$ cat src/gnto_pkg.sv
// ----------------------------------------------------------------------------
// gnto_pkg
// Shared types and constants for the greedy nearest-triangle ordering block.
// ----------------------------------------------------------------------------
package gnto_pkg;

    localparam int FIELD_W     = 16;  // width of each coordinate field on the port
    localparam int COORD_MAX_W = 24;  // widest internal coordinate supported
    localparam int TRI_IDX_W   = 6;   // triangle index width on the port and tags
    localparam int WEIGHT_W    = 4;
    localparam int CFG_IDX_W   = 1;
    localparam int COORDS      = 5;

    localparam logic [CFG_IDX_W-1:0] CFG_POS_WEIGHT = 1'b0;
    localparam logic [CFG_IDX_W-1:0] CFG_TEX_WEIGHT = 1'b1;

    localparam logic [1:0] CORNER_FIRST = 2'd0;
    localparam logic [1:0] CORNER_LAST  = 2'd2;

    typedef struct packed {
        logic signed [FIELD_W-1:0] pos_x;
        logic signed [FIELD_W-1:0] pos_y;
        logic signed [FIELD_W-1:0] pos_z;
        logic signed [FIELD_W-1:0] tex_u;
        logic signed [FIELD_W-1:0] tex_v;
        logic                      load_end;
    } t_vertex;

    typedef struct packed {
        logic [TRI_IDX_W-1:0] triangle_index;
        logic                 order_end;
        logic                 overflow;
    } t_result;

    // One corner-pair read issued into the cost pipeline.
    typedef struct packed {
        logic                 valid;
        logic                 first;
        logic                 last;
        logic [TRI_IDX_W-1:0] j;
    } t_tag;

    // A finished candidate cost leaving the cost pipeline.
    typedef struct packed {
        logic                 valid;
        logic [TRI_IDX_W-1:0] j;
    } t_cand;

    typedef enum logic [1:0] {
        ST_LOAD,
        ST_SCAN,
        ST_DRAIN
    } t_state;

endpackage

$ cat src/gnto_cost.sv
// ----------------------------------------------------------------------------
// gnto_cost
// Weighted SAD pipeline: one corner pair per cycle, accumulated per candidate.
// ----------------------------------------------------------------------------
module gnto_cost #(
    parameter int COORD_BITS = 16
) (
    input  logic                           i_clk,
    input  logic                           i_rst_n,
    input  logic [gnto_pkg::WEIGHT_W-1:0]  i_pos_weight,
    input  logic [gnto_pkg::WEIGHT_W-1:0]  i_tex_weight,
    input  gnto_pkg::t_tag                 i_issue,
    input  logic [5*COORD_BITS-1:0]        i_rdata_a,
    input  logic [5*COORD_BITS-1:0]        i_rdata_b,
    output gnto_pkg::t_cand                o_cand,
    output logic [COORD_BITS+8:0]          o_cand_cost,
    output logic                           o_pending
);

    localparam int PS_W   = COORD_BITS + 2;
    localparam int TS_W   = COORD_BITS + 1;
    localparam int CRN_W  = COORD_BITS + 7;
    localparam int COST_W = COORD_BITS + 9;

    gnto_pkg::t_tag r_t1, r_t2, r_t3, r_t4;
    gnto_pkg::t_cand r_cand;

    logic [COORD_BITS-1:0] abs_d [gnto_pkg::COORDS];
    logic [COORD_BITS-1:0] r_abs [gnto_pkg::COORDS];
    logic [PS_W-1:0]       r_psum;
    logic [TS_W-1:0]       r_tsum;
    logic [CRN_W-1:0]      r_corner;
    logic [COST_W-1:0]     r_acc;
    logic [COST_W-1:0]     r_cand_cost;
    logic [COST_W-1:0]     acc_sum;

    // tags follow the data; the first stage lines up with the memory output
    always_ff @(posedge i_clk) begin
        if (!i_rst_n) begin
            r_t1   <= '0;
            r_t2   <= '0;
            r_t3   <= '0;
            r_t4   <= '0;
            r_cand <= '0;
        end else begin
            r_t1         <= i_issue;
            r_t2         <= r_t1;
            r_t3         <= r_t2;
            r_t4         <= r_t3;
            r_cand.valid <= r_t4.valid & r_t4.last;
            r_cand.j     <= r_t4.j;
        end
    end

    always_comb begin
        logic signed [COORD_BITS:0] d;
        for (int k = 0; k < gnto_pkg::COORDS; k++) begin
            d = $signed({i_rdata_a[k*COORD_BITS+COORD_BITS-1],
                         i_rdata_a[k*COORD_BITS +: COORD_BITS]})
              - $signed({i_rdata_b[k*COORD_BITS+COORD_BITS-1],
                         i_rdata_b[k*COORD_BITS +: COORD_BITS]});
            abs_d[k] = d[COORD_BITS] ? COORD_BITS'(-d) : COORD_BITS'(d);
        end
    end

    assign acc_sum = (r_t4.first ? '0 : r_acc) + COST_W'(r_corner);

    always_ff @(posedge i_clk) begin
        r_abs    <= abs_d;
        r_psum   <= PS_W'(r_abs[0]) + PS_W'(r_abs[1]) + PS_W'(r_abs[2]);
        r_tsum   <= TS_W'(r_abs[3]) + TS_W'(r_abs[4]);
        r_corner <= CRN_W'(r_psum) * CRN_W'(i_pos_weight)
                  + CRN_W'(r_tsum) * CRN_W'(i_tex_weight);
        if (r_t4.valid) begin
            r_acc       <= acc_sum;
            r_cand_cost <= acc_sum;
        end
    end

    assign o_cand      = r_cand;
    assign o_cand_cost = r_cand_cost;
    assign o_pending   = r_t1.valid | r_t2.valid | r_t3.valid | r_t4.valid | r_cand.valid;

endmodule

$ cat config.mk
export PLATFORM = sky130hd
export DESIGN_NAME = gnto_cost
export DESIGN_NICKNAME = d
export VERILOG_FILES = /design/src/gnto_pkg.sv /design/src/gnto_cost.sv
export SDC_FILE = /design/constraint.sdc
export NUM_CORES = 1
export LEC_CHECK = 0
export BUFFER_PORTS_ARGS = -buffer_cell sky130_fd_sc_hd__buf_2
export CAP_MARGIN = 20
export CORE_MARGIN = 2
export CORE_UTILIZATION = 61
export CTS_CLUSTER_SIZE = 10
export DETAILED_ROUTE_END_ITERATION = 16
export GPL_TIMING_DRIVEN = 0
export PLACE_DENSITY = 0.89
export RECOVER_POWER = 50
export SKIP_CTS_REPAIR_TIMING = 1
export SLEW_MARGIN = 20
export SYNTH_ARGS = -nofsm -noshare
export SYNTH_HDL_FRONTEND = slang
export SYNTH_SLANG_ARGS = --single-unit
$ cat constraint.sdc
create_clock -name i_clk -period 10.4 [get_ports i_clk]
set_input_delay 1.04 -clock i_clk [delete_from_list [all_inputs] [get_ports i_clk]]
set_output_delay 1.04 -clock i_clk [all_outputs]
set_load 0.03 [all_outputs]
Word level (Yosys, flattened, before mapping). Cells that the tools add are included.

Logic and storage cells: 55. Flip-flop bits (word level): 206. Input port bits: 179. Output and inout port bits: 33.

Add/subtract/negate cells: 15. Multipliers: 2. Bitwise gates (word level): 5. Mux-type cells: 6.

Operators by type and width (number): subtractor 16 x 16 -> 17 bit (5); 2-to-1 mux 16 bit (5); negator 16 bit (5); adder 16 x 16 -> 17 bit (2); adder 25 x 23 -> 25 bit (1); 2-to-1 mux 25 bit (1); adder 22 x 21 -> 23 bit (1); multiplier 18 x 4 -> 22 bit (1); multiplier 17 x 4 -> 21 bit (1); adder 17 x 16 -> 18 bit (1); bitwise OR 1 bit (4); bitwise AND 1 bit (1).

Logic depth before layout (Yosys ltp). Gate-level depths: netlist of the first run.

Word-level depth: 4. Gate-level depth with buffers: 21. Gate-level depth less buffers: 20.

Least setup slack after synthesis of the first run. Ideal clock, no wire load.

Path kind: input -> register. Start point: in i_pos_weight[2] in the netlist's numbering. End point: reg r_corner[21]. Path slack: 4.743 ns. Required time: 10.328 ns. Stages on the path: 20. Arrival: 5.585 ns. Path buffers: 1. Cell sequence: clkbuf_1 -> nand2_1 -> fa_1 -> fa_1 -> inv_1 -> fa_1 -> inv_1 -> fa_1 -> inv_1 -> ha_1 -> a21o_1 -> a21oi_1 -> nand2b_1 -> a21boi_0 -> o41ai_1 -> o21ai_0 -> o21ai_0 -> o21ai_0 -> a21oi_1 -> xnor2_1.

Longest elaborated chain between the ends: 2.

RTL lines: start: declaration (line gnto_cost.sv:10) `input logic [gnto_pkg::WEIGHT_W-1:0] i_pos_weight,`; multiplier 18 x 4 -> 22 bit (line gnto_cost.sv:72) `r_corner <= CRN_W'(r_psum) * CRN_W'(i_pos_weight)`; adder 22 x 21 -> 23 bit (line gnto_cost.sv:73) `+ CRN_W'(r_tsum) * CRN_W'(i_tex_weight);`; end signal: assignment (line gnto_cost.sv:72); end: declaration (line gnto_cost.sv:32) `logic [CRN_W-1:0] r_corner;`.

No other way between the ends. A chain may end at the register's enable or synchronous reset.

Worst setup path in the final report of the first run.
Start point: in i_pos_weight[3] in the netlist's numbering. End point: reg r_corner[21].

The elaborated chain is that of the path after synthesis.

==> results of run 1 <==
routing by layer:
metal	wire length [microns]	vias up	track usage, %	part of all wire [%]
li1	-	6981	-	-
met2	18560	478	45.90	50
met5	0	-	0	0
met4	987	0	7.451	2.6
met3	1751	82	2.522	4.7
met1	15980	6612	30.51	43
layout make-up:
type / instances / share of cell area, %
Clock buffer: 33 / 3.343
Timing Repair Buffer: 211 / 5.168
Inverter: 277 / 5.302
Antenna cell: 1 / 0.01276
Multi-Input combinational cell: 1431 / 60.92
Buffer: 26 / 0.5423
Tap cell: 378 / 2.412
Sequential cell: 206 / 22.30
cells in the mapped netlist (all sizes together), types with 7 or more instances:
library cell  count
inv             277
a311oi            7
a211o             9
and3             11
a31oi            16
nand2           101
nor2            103
o41ai            10
a21boi            9
o21a             38
clkbuf           23
a21o             39
nor2b            40
nor4             10
xnor2           133
fa              123
dfxtp           181
or2               7
edfxtp           25
nor3             46
a21oi            75
o211ai           14
o21bai           13
xor2             43
o31ai            18
o21ai            68
nand3            30
and2            166
ha              174
a211oi            8
nand2b           21
or3              14
metrics by stage:
| stage | area [sq um] | cells |
|---|---|---|
| after floorplan | 17470 | 1940 |
| after global placement | 19000 | 2529 |
| after detailed placement | 19000 | 2529 |
| after CTS | 19650 | 2562 |
| after global routing | 19610 | 2563 |
| final | 19610 | 2563 |
how the worst max path moves through the flow:
stage	startpoint	to	slack, ps	cells after the start
finish	i_pos_weight[3]	r_corner[21]$_DFF_P_	4170	21
global route	i_pos_weight[3]	r_corner[21]$_DFF_P_	3890	21
global placement	i_pos_weight[3]	r_corner[21]$_DFF_P_	3910	21
detailed placement	i_pos_weight[3]	r_corner[21]$_DFF_P_	3750	21
CTS	i_pos_weight[3]	r_corner[21]$_DFF_P_	4250	21
floorplan	i_pos_weight[2]	r_corner[21]$_DFF_P_	4740	20
flip-flops by register name, indices dropped and copies added (netlist names):
register	count
r_psum	18
r_t3	9
r_corner	23
o_cand_cost	25
r_t1	9
r_abs	80
r_t2	9
r_tsum	17
r_t4	9
o_cand	7
worst max-delay path: cells and delay by family:
family | cells | cell delay [ps]
AND/OR/NAND/NOR | 2 | 270
buffers and inverters | 5 | 770
adder cells (fa/ha/maj) | 5 | 2360
XOR/XNOR | 1 | 140
AO/OA/AOI/OAI | 8 | 2090
logic make-up (layout without fill, tap and decap cells):
kind of cell,count (synthesis),after routing,share of synthesized area [%]
multiplexers,8,8,0.4871
XOR/XNOR,176,176,8.868
adder cells (fa/ha/maj),297,297,26.56
AO/OA/AOI/OAI,377,377,15.01
AND/OR/NAND/NOR,573,573,17.47
buffers and inverters,303,547,6.562
flip-flops,206,206,25.04
other,0,1,0
==> reports/metrics.yaml, run 1 <==
pre_cts_ws_ps: 3746
worstHoldEndpoint: "r_t3[1]$_SDFF_PN0_"
rows: 61
skew_ps: 24.07
io_buffers: 211
ys_types: 86
path_cells: "buf_2, clkbuf_1, nand2_1, fa_1, fa_1, inv_1, fa_1, inv_1, fa_1, inv_1, ha_1, a21o_1, a21oi_1, nand2b_1, a21boi_0, o41ai_1, o21ai_0, o21ai_0, o21ai_0, a21oi_1, xnor2_1"
grt_pass1_wl_microns: 63940
setup_viol: 0
syn-cell-area_sq_um: 17470
drtPass1Iterations: 8
r2r-end: "r_corner[21]$_DFF_P_"
min_period_ps: 6231
hp-class: "reg -> reg"
initial_core_util_pct: 62.36
clkSinkCount: 206
cts_made_buffers: 24
vias: 14153
cp-start-kind: "primary input"
drt_iter0_markers: 662
hp-start: "r_t2[1]$_SDFF_PN0_"
track_usage_pct: 24.84
cp_slowest_cell: "o41ai_1"
die-area_sq_um: 30000
final_cell_mix: "277 x inv_1, 181 x dfxtp_1, 178 x buf_2"
finalCritPeriodShare_pct: 59.91
status: "finished clean"
fp.dieH_microns: 173.2
antenna_found_initial: 1
crit_path_end_kind: "register"
gp_congestion: 0.9002
synth-main-ff-cell: "dfxtp_1"
core-area_sq_um: 28010
fill_cells: 2104
rrSetupSlack_ps: 4860
required_ps: 10830
worst_pin_slew_ps: 1073
grt_max_degree: 28
multiInputGateArea_sq_um: 11950
fmax_ghz: 0.1605
grt_overflow_total: 0
fin_util_pct: 70.01
layout-drive-gt1-share_pct: 10.62
clk_latency_ps: 520
r2r_cells: 19
finalSetupTns_ps: 0
ys_ff_latch: 206
yosysTopAreaCell: "dfxtp_1"
grt_pass1_vias: 14479
tritoncts: "done"
clkTransAtPathRegs_ps: 50
crit_fanout: 10
critical_path_arrival_ps: 6660
cap_viol_max_count: 0
layout.nets: 2653
min_path_cells: 1
worst_hold_slack_ps: 429.1
async_flop_share_pct: 0
crit-reg2reg-launch: "r_psum[1]$_DFF_P_"
yosys-top-cells-area: "dfxtp_1 21%, fa_1 14%, ha_1 12%"
final_common_cell: "inv_1"
cts_max_level: 1
dp_hpwl_microns: 30920
wl_microns: 37280
synthesis.nets: 2416
finalHoldViolCount: 0
seq_area_frac_synth_pct: 25.04
worstSetupPathType: "in -> reg"
rsz0062_at_grt: "no"
slew_viol_final: 0
die_w_microns: 173.2
yosys_warnings: 0
synthCells: 1940
setup_ws_ps: 4169
synth_top_cell_area_share_pct: 20.74
pin_count: 212
regArea_sq_um: 4374
cts-root-buf: "clkbuf_16"
cp_common_cell: "fa_1"
slew_headroom_pct: 28.34
cts_max_path_buffers: 3
syn_avg_cell_area_sq_um: 9.003
syn_to_final_growth_pct: 12.28
drtAntennaViolNets: 0
drcViolationCount: 0
critPathMaxStageDelay_ps: 610
synth_edf_count: 25
wl_per_cell_microns: 14.54
viasPerCell: 5.522
Power of run 1 is not shown: default switching activity piles up to over one toggle a cycle in this logic, so the estimate is an artifact.
==> run 2, diff against run 1 <==
--- a/config.mk
+++ b/config.mk
@@ -8,11 +8,11 @@
 export BUFFER_PORTS_ARGS = -buffer_cell sky130_fd_sc_hd__buf_2
 export CAP_MARGIN = 20
 export CORE_MARGIN = 2
-export CORE_UTILIZATION = 61
+export CORE_UTILIZATION = 54
 export CTS_CLUSTER_SIZE = 10
 export DETAILED_ROUTE_END_ITERATION = 16
 export GPL_TIMING_DRIVEN = 0
-export PLACE_DENSITY = 0.89
+export PLACE_DENSITY = 0.84
 export RECOVER_POWER = 50
 export SKIP_CTS_REPAIR_TIMING = 1
 export SLEW_MARGIN = 20
==> constraint.sdc (replaced) <==
create_clock -name i_clk -period 5.65 [get_ports i_clk]
set_input_delay 0.565 -clock i_clk [delete_from_list [all_inputs] [get_ports i_clk]]
set_output_delay 0.565 -clock i_clk [all_outputs]
set_load 0.03 [all_outputs]
==> run 2 against run 1 <==
Clock-buffer cell count down 2. Critical path depth is 3 lower. Flip-flop and latch count unchanged. Via count down 1.0%. Clock skew fell by 3.4 ps. Worst setup slack got worse by 3800 ps. Hold slack got worse by 160 ps. Die area rose by 13%. Sequential share of layout area shrank 0.060 points. Wire length decreased by 1.1%. First-iteration DRC count down 12%. Global-route usage fell by 2.9 points. Critical path type is now reg -> reg.
==> reports/metrics.yaml, run 2 (synthesis gave the netlist of run 1 again) <==
status: "finished clean"
grt_pass1_wl_microns: 62670
grt_max_degree: 28
path_cells: "nand2_1, fa_1, fa_1, inv_1, fa_1, inv_1, fa_1, fa_1, nor2b_1, o21ai_0, a21boi_0, o21ai_0, a21boi_0, o21ai_0, o21ai_0, a2111oi_0, nor3_1, xor2_1"
critPathLaunch: "r_psum[1]$_DFF_P_"
final_cell_mix: "277 x inv_1, 181 x dfxtp_1, 179 x buf_2"
core-area_sq_um: 31720
wl_per_cell_microns: 14.27
placedCellCount: 2553
final_common_cell: "inv_1"
tritoncts: "done"
slew_headroom_pct: 31.29
antenna_found_initial: 2
largest_register: "r_abs"
finalCritPeriodShare_pct: 93.59
cts_max_level: 1
crit_path_end_kind: "register"
cap_viol_max_count: 0
grt_overflow_total: 0
setup_viol: 0
viasPerCell: 5.425
cts_made_buffers: 25
worst_hold_slack_ps: 270.8
track_usage_pct: 21.94
wl_microns: 36850
die-area_sq_um: 33800
hp-class: "in -> reg"
regArea_sq_um: 4374
cp-start-kind: "register"
rrSetupSlack_ps: 360
initial_core_util_pct: 55.07
cp_slowest_cell: "fa_1"
cts_max_path_buffers: 3
fp.dieH_microns: 183.9
worstSetupPathType: "reg -> reg"
clk_latency_ps: 520
pin_count: 212
rsz0062_at_grt: "no"
slew_viol_final: 0
r2r_cells: 18
worstHoldEndpoint: "r_t1[0]$_SDFF_PN0_"
finalSetupTns_ps: 0
fmax_ghz: 0.1891
syn_to_final_growth_pct: 12.58
drt_iter0_markers: 582
crit-reg2reg-launch: "r_psum[1]$_DFF_P_"
gp_congestion: 0.8837
skew_ps: 20.67
clkSinkCount: 206
crit_fanout: 4
layout-drive-gt1-share_pct: 10.88
cts-root-buf: "clkbuf_16"
io_buffers: 211
rows: 65
min_path_cells: 2
drtAntennaViolNets: 0
dp_hpwl_microns: 30790
finalHoldViolCount: 0
drcViolationCount: 0
drtPass1Iterations: 5
worst_pin_slew_ps: 1029
grt_pass1_vias: 14005
finalNonFillerCells: 2582
min_period_ps: 5288
critPathMaxStageDelay_ps: 560
hp-start: "i_issue[0]"
fill_cells: 2685
critical_path_arrival_ps: 5720
clkTransAtPathRegs_ps: 50
largest_reg_flops: 80
die_w_microns: 183.9
required_ps: 6080
timing.critical_path.max_delay_family: "adder cells"
vias: 14008
multiInputGateArea_sq_um: 11950
cp_num_buf_inv: 2
layout.nets: 2648
cp_common_cell: "fa_1"
r2r-end: "r_corner[14]$_DFF_P_"
==> run 2: layer usage <==
layer	track usage, %	wire (microns)	up-vias
li1	-	-	6977
met1	27.84	16550	6559
met2	38.99	17650	397
met3	2.516	1719	73
met4	6.944	926	2
met5	0	9	-
==> run 2: how the worst max path moves through the flow <==
stage | end | slack, ps | cells after the start
finish | r_corner[14]$_DFF_P_ | 360 | 18
global route | r_corner[21]$_DFF_P_ | 60 | 19
CTS | r_corner[21]$_DFF_P_ | -70 | 21
detailed placement | r_corner[21]$_DFF_P_ | -590 | 21
global placement | r_corner[21]$_DFF_P_ | -390 | 21
floorplan | r_corner[21]$_DFF_P_ | 470 | 20
==> run 2: stage by stage <==
| stage | setup slack (ps) | util [%] | cell area [sq um] |
|---|---|---|---|
| 4_1_cts | -70.08 | 62.17 | 19720 |
| 3_5_place_dp | -586.7 | 59.98 | 19030 |
| 5_1_grt | 62.78 | 62.00 | 19660 |
| 2_1_floorplan | 467.9 | - | 17470 |
| 6_report | 362.1 | 62.00 | 19660 |
| 3_3_place_gp | -389.5 | 59.98 | 19030 |
==> run 2: area by class of cell <==
type	instances	share of cell area [%]
Inverter	277	5.288
Clock inverter	3	0.2227
Timing Repair Buffer	211	5.160
Clock buffer	31	3.296
Buffer	20	0.4263
Sequential cell	206	22.24
Multi-Input combinational cell	1431	60.79
Antenna cell	1	0.01273
Tap cell	402	2.558
==> run 2: worst reg2reg max path, delay by kind of cell (launching register included) <==
family | cells | cell delay [ps]
and+or+nand+nor | 3 | 500
adders and majority gates | 5 | 2530
DFF | 1 | 440
buffers and inverters | 2 | 110
AOI/OAI and AO/OA | 7 | 1490
xor gates and xnor gates | 1 | 170
Power of run 2 is left out for the same reason.
